<file path="src/rtl/tsa_pkg.sv">
package tsa_pkg;

  // Defaults for the top-level parameters
  localparam int unsigned SlotCountDef = 31;
  localparam int unsigned TagBitsDef   = 16;

  // Fixed field widths
  localparam int unsigned MaskBits   = 31;
  localparam int unsigned SlotIdxW   = 5;
  localparam int unsigned OrderW     = 7;
  localparam int unsigned TagInW     = 16;
  localparam int unsigned CfgDataW   = 31;
  localparam int unsigned CfgIdxW    = 1;

  // Register reset values
  localparam logic [MaskBits-1:0] MaskReset  = 31'd2080176125;
  localparam logic [OrderW-1:0]   FloorReset = 7'd7;

  typedef enum logic [0:0] {
    CMD_ALLOC = 1'b0,
    CMD_FREE  = 1'b1
  } tsa_cmd_e;

  typedef enum logic [CfgIdxW-1:0] {
    REG_RESERVED_MASK = 1'b0,
    REG_ORDER_FLOOR   = 1'b1
  } tsa_reg_e;

  // Work request from the input stage to the slot table
  typedef struct packed {
    logic     fire;
    tsa_cmd_e cmd;
  } tsa_ctl_t;

endpackage

</file>
<file path="src/rtl/tsa_slot_table.sv">
module tsa_slot_table #(
  parameter int unsigned SLOT_COUNT = 31,
  parameter int unsigned TAG_BITS   = 16,
  parameter int unsigned IDX_W      = $clog2(SLOT_COUNT)
) (
  input  logic                           clk_i,
  input  logic                           rst_ni,
  input  tsa_pkg::tsa_ctl_t              ctl_i,
  input  logic [TAG_BITS-1:0]            tag_i,
  input  logic                           mask_we_i,
  input  logic [tsa_pkg::MaskBits-1:0]   mask_i,
  output logic                           found_o,
  output logic [IDX_W-1:0]               hit_idx_o
);
  import tsa_pkg::*;

  logic [MaskBits-1:0]   mask_q;
  logic [SLOT_COUNT-1:0] busy_q, busy_d;
  logic [TAG_BITS-1:0]   owner_q [SLOT_COUNT];
  logic [SLOT_COUNT-1:0] rsv;
  logic [SLOT_COUNT-1:0] match;
  logic [SLOT_COUNT-1:0] cand;
  logic [SLOT_COUNT-1:0] pick;
  logic                  do_alloc;
  logic                  do_free;

  // Reserved mask register
  always_ff @(posedge clk_i or negedge rst_ni) begin
    if (!rst_ni) begin
      mask_q <= MaskReset;
    end else if (mask_we_i) begin
      mask_q <= mask_i;
    end
  end

  // Per-slot reserve bit and tag compare; slots past the mask are never reserved
  for (genvar i = 0; i < SLOT_COUNT; i++) begin : g_slot
    if (i < MaskBits) begin : g_rsv
      assign rsv[i] = mask_q[i];
    end else begin : g_open
      assign rsv[i] = 1'b0;
    end
    assign match[i] = (owner_q[i] == tag_i);

    // Owner tag, written on a grant only
    always_ff @(posedge clk_i) begin
      if (do_alloc && pick[i]) begin
        owner_q[i] <= tag_i;
      end
    end
  end

  // Candidate slots, then isolate the lowest one
  assign cand = (ctl_i.cmd == CMD_ALLOC) ? (~busy_q & ~rsv) : (busy_q & ~rsv & match);
  assign pick = cand & (~cand + SLOT_COUNT'(1));
  assign found_o = |cand;

  always_comb begin
    hit_idx_o = '0;
    for (int unsigned i = 0; i < SLOT_COUNT; i++) begin
      if (pick[i]) begin
        hit_idx_o = hit_idx_o | IDX_W'(i);
      end
    end
  end

  assign do_alloc = ctl_i.fire && (ctl_i.cmd == CMD_ALLOC) && found_o;
  assign do_free  = ctl_i.fire && (ctl_i.cmd == CMD_FREE) && found_o;

  // Busy bits
  always_comb begin
    busy_d = busy_q;
    if (do_alloc) begin
      busy_d = busy_q | pick;
    end else if (do_free) begin
      busy_d = busy_q & ~pick;
    end
  end

  always_ff @(posedge clk_i or negedge rst_ni) begin
    if (!rst_ni) begin
      busy_q <= '0;
    end else begin
      busy_q <= busy_d;
    end
  end

endmodule

</file>
<file path="src/rtl/tsa_order_counter.sv">
module tsa_order_counter (
  input  logic                         clk_i,
  input  logic                         rst_ni,
  input  logic                         floor_we_i,
  input  logic [tsa_pkg::OrderW-1:0]   floor_i,
  input  logic                         grant_i,
  output logic [tsa_pkg::OrderW-1:0]   order_o
);
  import tsa_pkg::*;

  logic [OrderW-1:0] floor_q;
  logic [OrderW-1:0] cnt_q, cnt_d;
  logic [OrderW-1:0] cnt_inc;

  // Advance with natural 7-bit wrap, then clamp up to the floor
  assign cnt_inc = cnt_q + OrderW'(1);

  always_comb begin
    cnt_d = cnt_q;
    if (floor_we_i) begin
      cnt_d = floor_i;
    end else if (grant_i) begin
      cnt_d = (cnt_inc < floor_q) ? floor_q : cnt_inc;
    end
  end

  always_ff @(posedge clk_i or negedge rst_ni) begin
    if (!rst_ni) begin
      floor_q <= FloorReset;
      cnt_q   <= FloorReset;
    end else begin
      cnt_q <= cnt_d;
      if (floor_we_i) begin
        floor_q <= floor_i;
      end
    end
  end

  assign order_o = cnt_q;

endmodule

</file>
<file path="src/rtl/tagged_slot_allocator.sv">
// Slot allocator with owner tags. An allocate beat grants the lowest slot that
// is neither busy nor reserved and returns it with an order number; a free beat
// releases the lowest unreserved busy slot holding the tag. Each beat gives one
// result beat, with ok low and zero fields when nothing fits. The block takes one
// beat per cycle unless the result side stalls: a beat sits in the input
// register, the free-slot priority encode and parallel tag compare resolve
// from it combinationally, and the result register captures the outcome as
// the beat moves on. The input stalls only when both registers are full and
// the result side stalls. Back-to-back beats see the table updates of the
// beat before. Configuration writes (index 0 reserved mask, index 1 order
// floor, which also reloads the order counter) must happen while no beat is
// in flight.
module tagged_slot_allocator #(
  parameter int unsigned SLOT_COUNT = tsa_pkg::SlotCountDef,
  parameter int unsigned TAG_BITS   = tsa_pkg::TagBitsDef
) (
  input  logic                          clk_i,
  input  logic                          rst_ni,
  // Input channel
  input  logic                          in_valid_i,
  output logic                          in_stall_o,
  input  logic                          cmd_i,
  input  logic [tsa_pkg::TagInW-1:0]    owner_tag_i,
  // Result channel
  output logic                          out_valid_o,
  input  logic                          out_stall_i,
  output logic                          ok_o,
  output logic [tsa_pkg::SlotIdxW-1:0]  slot_index_o,
  output logic [tsa_pkg::OrderW-1:0]    order_number_o,
  // Configuration
  input  logic                          cfg_we_i,
  input  logic [tsa_pkg::CfgIdxW-1:0]   cfg_idx_i,
  input  logic [tsa_pkg::CfgDataW-1:0]  cfg_data_i
);
  import tsa_pkg::*;

  localparam int unsigned IdxW = $clog2(SLOT_COUNT);

  logic               s1_valid_q;
  tsa_cmd_e           s1_cmd_q;
  logic [TagInW-1:0]  s1_tag_q;
  logic               advance;
  logic               in_accept;
  tsa_ctl_t           ctl;
  logic [TAG_BITS-1:0] tag_w;
  logic               found;
  logic [IdxW-1:0]    hit_idx;
  logic [OrderW-1:0]  order_cur;
  logic               grant;
  logic               mask_we;
  logic               floor_we;

  logic               out_valid_q;
  logic               ok_q;
  logic [SlotIdxW-1:0] slot_q;
  logic [OrderW-1:0]  order_q;

  // Handshake: input stage moves on when the result register is free or drains
  assign advance    = !out_valid_q || !out_stall_i;
  assign in_stall_o = s1_valid_q && !advance;
  assign in_accept  = in_valid_i && !in_stall_o;

  // Input register
  always_ff @(posedge clk_i or negedge rst_ni) begin
    if (!rst_ni) begin
      s1_valid_q <= 1'b0;
    end else if (!in_stall_o) begin
      s1_valid_q <= in_valid_i;
    end
  end

  always_ff @(posedge clk_i) begin
    if (in_accept) begin
      s1_cmd_q <= tsa_cmd_e'(cmd_i);
      s1_tag_q <= owner_tag_i;
    end
  end

  // Config decode
  assign mask_we  = cfg_we_i && (tsa_reg_e'(cfg_idx_i) == REG_RESERVED_MASK);
  assign floor_we = cfg_we_i && (tsa_reg_e'(cfg_idx_i) == REG_ORDER_FLOOR);

  assign ctl.fire = s1_valid_q && advance;
  assign ctl.cmd  = s1_cmd_q;
  assign tag_w    = TAG_BITS'(s1_tag_q);
  assign grant    = ctl.fire && (s1_cmd_q == CMD_ALLOC) && found;

  tsa_slot_table #(
    .SLOT_COUNT (SLOT_COUNT),
    .TAG_BITS   (TAG_BITS),
    .IDX_W      (IdxW)
  ) u_table (
    .clk_i     (clk_i),
    .rst_ni    (rst_ni),
    .ctl_i     (ctl),
    .tag_i     (tag_w),
    .mask_we_i (mask_we),
    .mask_i    (cfg_data_i[MaskBits-1:0]),
    .found_o   (found),
    .hit_idx_o (hit_idx)
  );

  tsa_order_counter u_order (
    .clk_i      (clk_i),
    .rst_ni     (rst_ni),
    .floor_we_i (floor_we),
    .floor_i    (cfg_data_i[OrderW-1:0]),
    .grant_i    (grant),
    .order_o    (order_cur)
  );

  // Result register
  always_ff @(posedge clk_i or negedge rst_ni) begin
    if (!rst_ni) begin
      out_valid_q <= 1'b0;
    end else if (advance) begin
      out_valid_q <= s1_valid_q;
    end
  end

  always_ff @(posedge clk_i) begin
    if (ctl.fire) begin
      ok_q    <= found;
      slot_q  <= found ? SlotIdxW'(hit_idx) : '0;
      order_q <= grant ? order_cur : '0;
    end
  end

  assign out_valid_o    = out_valid_q;
  assign ok_o           = ok_q;
  assign slot_index_o   = slot_q;
  assign order_number_o = order_q;

  // Checks
  a_fail_zero: assert property (@(posedge clk_i) disable iff (!rst_ni)
    out_valid_o && !ok_o |-> (slot_index_o == '0) && (order_number_o == '0))
    else $error("failed beat carries nonzero fields");

  a_stall_cause: assert property (@(posedge clk_i) disable iff (!rst_ni)
    in_stall_o |-> out_valid_o && out_stall_i)
    else $error("input stalled without a held result");

  a_grant_moves: assert property (@(posedge clk_i) disable iff (!rst_ni)
    ctl.fire |=> out_valid_o)
    else $error("processed beat did not reach the result register");

endmodule

</file>
<file path="config.mk">
export PLATFORM = sky130hd
export DESIGN_NAME = tagged_slot_allocator
export DESIGN_NICKNAME = d
export VERILOG_FILES = /design/src/rtl/tsa_pkg.sv /design/src/rtl/tsa_slot_table.sv /design/src/rtl/tsa_order_counter.sv /design/src/rtl/tagged_slot_allocator.sv
export SDC_FILE = /design/constraint.sdc
export NUM_CORES = 1
export LEC_CHECK = 0
export BUFFER_PORTS_ARGS = -buffer_cell sky130_fd_sc_hd__buf_2
export CAP_MARGIN = 10
export CORE_AREA = 2 2 331 333
export DETAILED_ROUTE_END_ITERATION = 10
export DIE_AREA = 0 0 333 335
export GPL_ROUTABILITY_DRIVEN = 0
export PLACE_DENSITY = 0.46
export SYNTH_ARGS = -nofsm -noshare
export SYNTH_HDL_FRONTEND = slang
export SYNTH_SLANG_ARGS = --single-unit
</file>
<file path="constraint.sdc">
create_clock -name clk_i -period 6.39 [get_ports clk_i]
set_input_delay 0 -clock clk_i [delete_from_list [all_inputs] [get_ports clk_i]]
set_output_delay 0 -clock clk_i [all_outputs]
set_load 0.05 [all_outputs]
</file>
==> flow_summary_export.csv, run 1 <==
group,metric,value,unit
run_status,outcome,"finished clean",
logic_synthesis,yosysWarnings,0,
logic_synthesis,yosys-top-cells-count,"edfxtp_1 (526), xor2_1 (283), xnor2_1 (218), nor4_1 (74), nand4_1 (60)",
cells_and_area,regArea,17800,um2
floorplanning,die-area,112000,um2
pwr,peakVddDrop,0.000152,V
critical_path,r2r_slack,1.09,ns
clock_network,insertion_delay,0.61,ns
global_routing,antenna_found_initial,2,
logic_synthesis,syn-cell-area,26900,um2
critical_path,path_cells,"xnor2_1 -> nand4_1 -> nor4_1 -> a21oi_1 -> nor4bb_4 -> nand4b_4 -> o21ai_4 -> buf_4 -> o21ai_0 -> o21ai_0 -> dlygate4sd3_1",
drt,vias,15168,
floorplanning,io_pins,69,
critical_path,cpPeakStageDelay,1.04,ns
floorplanning,core,108000,um2
timing,clock_skew,0.0266,ns
pwr,power.density,297,nW/um2
drt,drc,0,
timing,setup_tns,0,ns
timing,timing.final.ws_setup,1.09,ns
clock_network,cts.path.max_buffers,3,
logic_synthesis,yosysTopAreaCell,"edfxtp_1",
cells_and_area,area_delta_synth_final,18.3,%
timing,period_share,83.0,%
critical_path,path_max_fanout,24,
logic_synthesis,avgSynthCellArea,15.0,um2
logic_synthesis,yosysMostFrequentCell,"edfxtp_1",
floorplanning,initial_core_util,24.9,%
cells_and_area,multiInputGateArea,8230,um2
logic_synthesis,synth-edff-count,526,
cells_and_area,post-route-util,29.4,%
timing,maxSlewHeadroom,30.1,%
min_path,hold_class,"primary input to flip-flop",
place,dp_slack,0.997,ns
logic_synthesis,synth_nets,1859,
drt,dr.first_iter.drc_count,1078,
place,hpwl,45800,um
global_routing,overflow,0,
floorplanning,rows,121,
logic_synthesis,synth_top_area_share,58.7,%
logic_synthesis,yosysSeqAreaShare,66.2,%
global_routing,track_usage,13.1,%
critical_path,slowest_stage,"edfxtp_1",
pwr,leakagePower,0.0106,uW
critical_path,crit_top_cell,"o21ai_0",
clock_network,postCtsResizedCells,0,
global_routing,grt_pass1_vias,15804,
drt,ant_nets,0,
clock_network,h-tree-depth,3,
floorplanning,chipHeight,335,um
global_routing,grt_pass1_wl,108000,um
cells_and_area,fillers,10900,
logic_synthesis,synth-seq-cells,604,
critical_path,setup.worst_path.class,"flip-flop to flip-flop",
floorplanning,die_x,333,um
timing,tightest_slew,1.05,ns
place,place_area,29100,um2
critical_path,critPathLaunchType,"flip-flop",
global_routing,grt_max_degree,63,
cells_and_area,finalInstanceArea,31800,um2
drt,wl_per_cell,20.9,um
drt,viasPerCell,4.37,
timing,rsz0062_at_grt,"no",
logic_synthesis,synthCells,1798,
critical_path,arrival,5.84,ns
logic_synthesis,synth_flop_cell,"edfxtp_1",
timing,fin_crit,5.30,ns
timing,setup_viol,0,
timing,max_freq,0.189,GHz
clock_network,clkSinkCount,604,
critical_path,required,6.92,ns
logic_synthesis,async_reset_ff_share,12.9,%
clock_network,clkTransAtPathRegs,0.06,ns
logic_synthesis,yosys-top-cells-area,"edfxtp_1 (59%), xor2_1 (9.2%), xnor2_1 (7.1%)",
clock_network,cts_tree,"built",
timing,hold_viol_final,0,
cells_and_area,final_layout_size_suffix_gt1_share,18.1,%
clock_network,cts_made_buffers,70,
logic_synthesis,ys_types,69,
drt,drt_wl_total,72400,um
cells_and_area,nNetsFinal,2059,
clock_network,root_buffer,"clkbuf_16",
place,port_buffers,68,
drt,firstDrtPassIters,5,
critical_path,cp-end-kind,"flip-flop",
run,cap_violations,0,
timing,finalMaxSlewViolations,0,
layer usage:
layer / part of all wire [%] / global-route usage (%)
met5: 0 / 0
met4: 1.8 / 3.37
met3: 4.8 / 2.32
met2: 45 / 20.3
met1: 49 / 18.7
worst paths after layout:
kind	startpoint	to	cells after the start
min	owner_tag_i[8]	s1_tag_q[8]	2
max reg2reg	s1_tag_q[12]	u_order.order_o[2]	11
min reg2reg	s1_valid_q	out_valid_o	1
max	s1_tag_q[12]	u_order.order_o[2]	11
max in group asynchronous	rst_ni	asynchronous set/reset pin	4
min in group asynchronous	rst_ni	out_valid_o	3
timing repair:
| item | CTS | global route |
|---|---|---|
| hold buffers | 57 | 0 |
| setup endpoints to repair | 0 | 0 |
| setup buffers | 0 | 0 |
| endpoints found under the hold margin | 103 | 0 |
metrics by stage:
| step | cells | hold slack [ns] | total power [uW] |
|---|---|---|---|
| 6_report | 3469 | 0.119 | 9460 |
| 5_1_grt | 3468 | 0.0974 | 9860 |
| 4_1_cts | 3464 | 0.0745 | 9600 |
| 3_5_place_dp | 3279 | 0.0944 | 5740 |
| 3_3_place_gp | 3275 | 0.0974 | 5730 |
| 2_1_floorplan | 1798 | -0.296 | 5360 |
flip-flops by register name (all words and copies together), names as in the netlist, 5 cells and up, named ones only:
| signal | flops |
|---|---|
| slot_index_o | 5 |
| u_table.mask_q | 31 |
| u_order.floor_q | 7 |
| u_table.owner_q | 496 |
| u_order.order_o | 7 |
| order_number_o | 7 |
| s1_tag_q | 16 |
worst max-delay path: cells and delay by family (launching register included):
family                 cells  cell delay [ns]
flip-flops                 1             1.04
AND/OR/NAND/NOR            4             1.63
XOR/XNOR                   1             0.19
buffers and inverters      2             0.96
AO/OA/AOI/OAI              4             1.35
kinds of logic after synthesis:
kind of cell    count (synthesis)  synth area share [%]
flops                         604                  66.2
xor+xnor                      501                  16.3
simple gates                  425                  9.49
buf+inv                       114                  3.38
compound gates                100                  2.42
mux                            47                  1.90
fa+ha+maj                       7                 0.326
where the power goes:
part	switching [uW]	internal [uW]
Sequential	135	4480
Combinational	675	390
Clock	1600	2170
cells in the final DEF, fill, tap and decap left out, types with 14 or more instances in the layout:
| cell type | instances |
|---|---|
| o21ai_0 | 39 |
| nor2_1 | 35 |
| or3_1 | 22 |
| buf_4 | 79 |
| clkbuf_1 | 18 |
| xor2_1 | 283 |
| clkbuf_16 | 72 |
| mux2_2 | 33 |
| dfrtp_1 | 46 |
| nor3_1 | 45 |
| nand4_1 | 60 |
| xnor2_1 | 218 |
| inv_1 | 22 |
| nand2_1 | 52 |
| nand3_1 | 41 |
| dlygate4sd3_1 | 57 |
| edfxtp_1 | 526 |
| dfstp_2 | 32 |
| nor4_1 | 72 |
| mux2i_1 | 14 |
| buf_2 | 67 |
area by class of cell:
| cell class | count | share of cell area, % |
|---|---|---|
| Clock inverter | 33 | 0.649 |
| Timing Repair Buffer | 220 | 5.64 |
| Sequential cell | 604 | 55.9 |
| Tap cell | 1414 | 5.56 |
| Clock buffer | 95 | 6.09 |
| Antenna cell | 1 | 0.00787 |
| Multi-Input combinational cell | 1080 | 25.9 |
| Inverter | 22 | 0.260 |
No activity file was read; power rests on OpenSTA's default activity.
==> run 2: changes to the inputs <==
ABC_AREA = 1   (was not set)
CORE_AREA = 2 2 345 347   (was 2 2 331 333)
DIE_AREA = 0 0 347 349   (was 0 0 333 335)
clock period = 5.28 ns   (was 6.39 ns; I/O delays follow)
==> run 2 against run 1 <==
Clock-buffer cell count shrank 11. First-iteration DRC count grew 39%. Final cell count grew 37%. Synthesized cell count grew 68%. Final area grew 6.5%. Largest cell class unchanged. Register-to-register slack lost 0.05 ns. Maximum frequency grew 25%. Sequential share of layout area shrank 3.4 points. Combinational power grew 62%. Critical path depth grew 5. Largest power group unchanged.
==> flow_summary_export.csv, run 2 <==
group,metric,value,unit
clock_network,root_buffer,"clkbuf_16",
cells_and_area,nNetsFinal,3230,
place,port_buffers,68,
global_routing,grt_use_met1,18.5,%
pwr,pwr-share-clk,38.4,%
timing,hold_viol_final,0,
cells_and_area,top_register,"u_table.owner_q",
critical_path,r2r_cells,16,
critical_path,crit_top_cell,"nand2_1",
min_path,hold_class,"primary input to flip-flop",
logic_synthesis,yosys-top-cells-area,"edfxtp_1 (54%), nand2_1 (12%), nor2_1 (4.6%)",
drt,drc,0,
cells_and_area,fillers,12183,
timing,setup_viol,0,
global_routing,gr-max-usage-layer,"met2",
critical_path,crit_path_end,"u_table.owner_q[1][107]",
run_status,outcome,"finished clean",
critical_path,arrival,4.48,ns
timing,holdWs,0.102,ns
floorplanning,rows,126,
timing,period_share,80.4,%
logic_synthesis,synthCells,3014,
critical_path,cp-end-kind,"flip-flop",
logic_synthesis,synth-edff-count,526,
cells_and_area,area_delta_synth_final,16.6,%
clock_network,insertion_delay,0.61,ns
logic_synthesis,synth_nets,3075,
critical_path,critPathLaunchType,"flip-flop",
pwr,power.density,350,nW/um2
floorplanning,die-area,121000,um2
logic_synthesis,synth_top_area_share,54.3,%
critical_path,slowest_stage,"edfxtp_1",
critical_path,critPathTopFamily,"simple AND/OR/NAND/NOR gates",
critical_path,setup.worst_path.class,"flip-flop to flip-flop",
critical_path,required,5.52,ns
timing,rsz0062_at_grt,"no",
cells_and_area,final_layout_size_suffix_gt1_share,10.6,%
floorplanning,io_pins,69,
pwr,peakVddDrop,0.000213,V
logic_synthesis,avgSynthCellArea,9.65,um2
critical_path,worst-path-buf-inv,1,
global_routing,grt_pass1_wl,124000,um
cells_and_area,multiInputGateArea,9140,um2
floorplanning,initial_core_util,24.8,%
drt,ant_nets,0,
critical_path,path_max_fanout,24,
timing,setup_tns,0,ns
pwr,p_sw,3280,uW
logic_synthesis,yosysTopAreaCell,"edfxtp_1",
critical_path,path_cells,"nand2_1 -> a21oi_1 -> nand3_1 -> nor2_1 -> nand3_1 -> nand2_1 -> nand2_1 -> nand2_1 -> nor2_4 -> nand2_2 -> nor2_4 -> nand2_4 -> nand2_4 -> nor2_1 -> nand2_1 -> inv_1",
critical_path,cp_num_cells,16,
clock_network,clkTransAtPathRegs,0.06,ns
critical_path,cpPeakStageDelay,0.86,ns
pwr,leakagePower,0.0139,uW
clock_network,cts_tree,"built",
global_routing,met3_usage,2.20,%
drt,firstDrtPassIters,6,
global_routing,globalRouteMet2Util,22.1,%
floorplanning,core,117000,um2
global_routing,antenna_found_initial,2,
pwr,switching_share,27.7,%
clock_network,clkSinkCount,604,
drt,drt_wl_total,82600,um
logic_synthesis,yosysWarnings,0,
clock_network,cts_made_buffers,69,
critical_path,timing.rr.start,"s1_cmd_q",
pwr,combPwrFrac,14.6,%
timing,finalMaxSlewViolations,0,
logic_synthesis,yosysMostFrequentCell,"nand2_1",
timing,max_freq,0.236,GHz
clock_network,postCtsResizedCells,0,
timing,maxSlewHeadroom,28.9,%
floorplanning,chipHeight,349,um
timing,fin_crit,4.24,ns
logic_synthesis,syn-cell-area,29100,um2
cells_and_area,diodes,0,
cells_and_area,largest_reg_flops,496,
drt,dr.first_iter.drc_count,1496,
critical_path,r2r-end,"u_table.owner_q[1][107]",
cells_and_area,regArea,17800,um2
cells_and_area,final_common_cell,"nand2_1",
run,cap_violations,0,
global_routing,grt_pass1_vias,19670,
clock_network,cts.path.max_buffers,3,
global_routing,grt_max_degree,64,
drt,vias,19995,
floorplanning,die_x,347,um
logic_synthesis,yosys-top-cells-count,"nand2_1 (930), edfxtp_1 (526), nor2_1 (354), inv_1 (351), xnor2_1 (138)",
logic_synthesis,yosysSeqAreaShare,61.2,%
drt,viasPerCell,4.21,
critical_path,r2r_slack,1.04,ns
logic_synthesis,ys_types,40,
clock_network,h-tree-depth,3,
global_routing,track_usage,13.6,%
logic_synthesis,synth-seq-cells,604,
timing,tightest_slew,1.07,ns
logic_synthesis,async_reset_ff_share,12.9,%
pwr,seqPwrFrac,47.0,%
cells_and_area,reg_top3,"u_table.owner_q x496, u_table.mask_q x31, s1_tag_q x16",
logic_synthesis,synth_flop_cell,"edfxtp_1",
place,hpwl,49900,um
critical_path,startpoint,"s1_cmd_q",
cells_and_area,mostFrequentLayoutCells,"nand2_1 (929), edfxtp_1 (526), nor2_1 (354)",
global_routing,overflow,0,
pwr,p_int,8570,uW
timing,clock_skew,0.0194,ns
drt,wl_per_cell,17.4,um
-- run 2: cell count changes after synthesis, sizes merged, moves of 30 or more --
cell   delta
mux2     -33
inv     +340
xor2    -247
nor3     -38
nor2    +333
or2      +38
nand4    -30
nand3    +56
nor4     -80
nand2   +891
o21ai   +107
a21oi    +54
xnor2    -80
-- run 2: final cells by class --
class | count | share of cell area (%)
well taps | 1536 | 5.67
multi-input cells | 1942 | 27.0
clock inverters | 34 | 0.672
flip-flops and latches | 604 | 52.5
clock buffers | 84 | 5.48
inverters | 363 | 4.05
repair buffers | 189 | 4.67
-- run 2: what timing repair did --
action,4_1_cts,5_1_grt
setup buffers,0,0
hold buffers,58,0
hold endpoints to repair,87,0
-- run 2: logic make-up (layout without fill, tap and decap cells) --
group / count (synthesis) / in the layout / synth area share, %
compound gates: 234 / 234 / 4.17
xor+xnor: 174 / 174 / 5.24
fa+ha+maj: 7 / 7 / 0.301
buf+inv: 468 / 670 / 7.47
flops: 604 / 604 / 61.2
simple gates: 1527 / 1527 / 21.6
-- run 2: how the worst min path moves through the flow --
stage | cells after the start | endpoint | startpoint | slack (ns)
finish | 2 | s1_tag_q[6] | owner_tag_i[6] | 0.10
global route | 2 | s1_tag_q[11] | owner_tag_i[11] | 0.07
CTS | 2 | s1_tag_q[11] | owner_tag_i[11] | 0.06
detailed placement | 1 | u_table.mask_q[26] | rst_ni | 0.004
global placement | 1 | u_table.mask_q[26] | rst_ni | 0.007
floorplan | 0 | asynchronous set/reset pin | rst_ni | -0.30
-- run 2: power groups by stage --
| stage | Sequential [uW] | Clock [uW] | Combinational (uW) |
|---|---|---|---|
| 2_1_floorplan | 5730 | 0 | 1060 |
| 3_3_place_gp | 5670 | 0 | 1700 |
| 3_5_place_dp | 5670 | 0 | 1700 |
| 4_1_cts | 5570 | 4680 | 1750 |
| 5_1_grt | 5590 | 4870 | 1940 |
| 6_report | 5570 | 4540 | 1730 |
-- run 2: stage by stage --
stage / total power (uW) / setup slack, ns / instances / utilization [%] / area [um2]
after floorplan: 6790 / 1.38 / 3014 / - / 29100
after global placement: 7370 / 1.06 / 4576 / 26.6 / 31200
after detailed placement: 7370 / 0.997 / 4576 / 26.6 / 31200
after CTS: 12000 / 0.987 / 4752 / 28.9 / 33900
after global routing: 12400 / 0.693 / 4752 / 28.9 / 33900
final: 11800 / 1.04 / 4752 / 28.9 / 33900
-- run 2: routing by layer --
layer / vias to the layer above / part of all wire [%]
met5: - / 0
met4: 0 / 3.3
met3: 124 / 4.4
met2: 403 / 45
met1: 9490 / 47
li1: 9978 / -
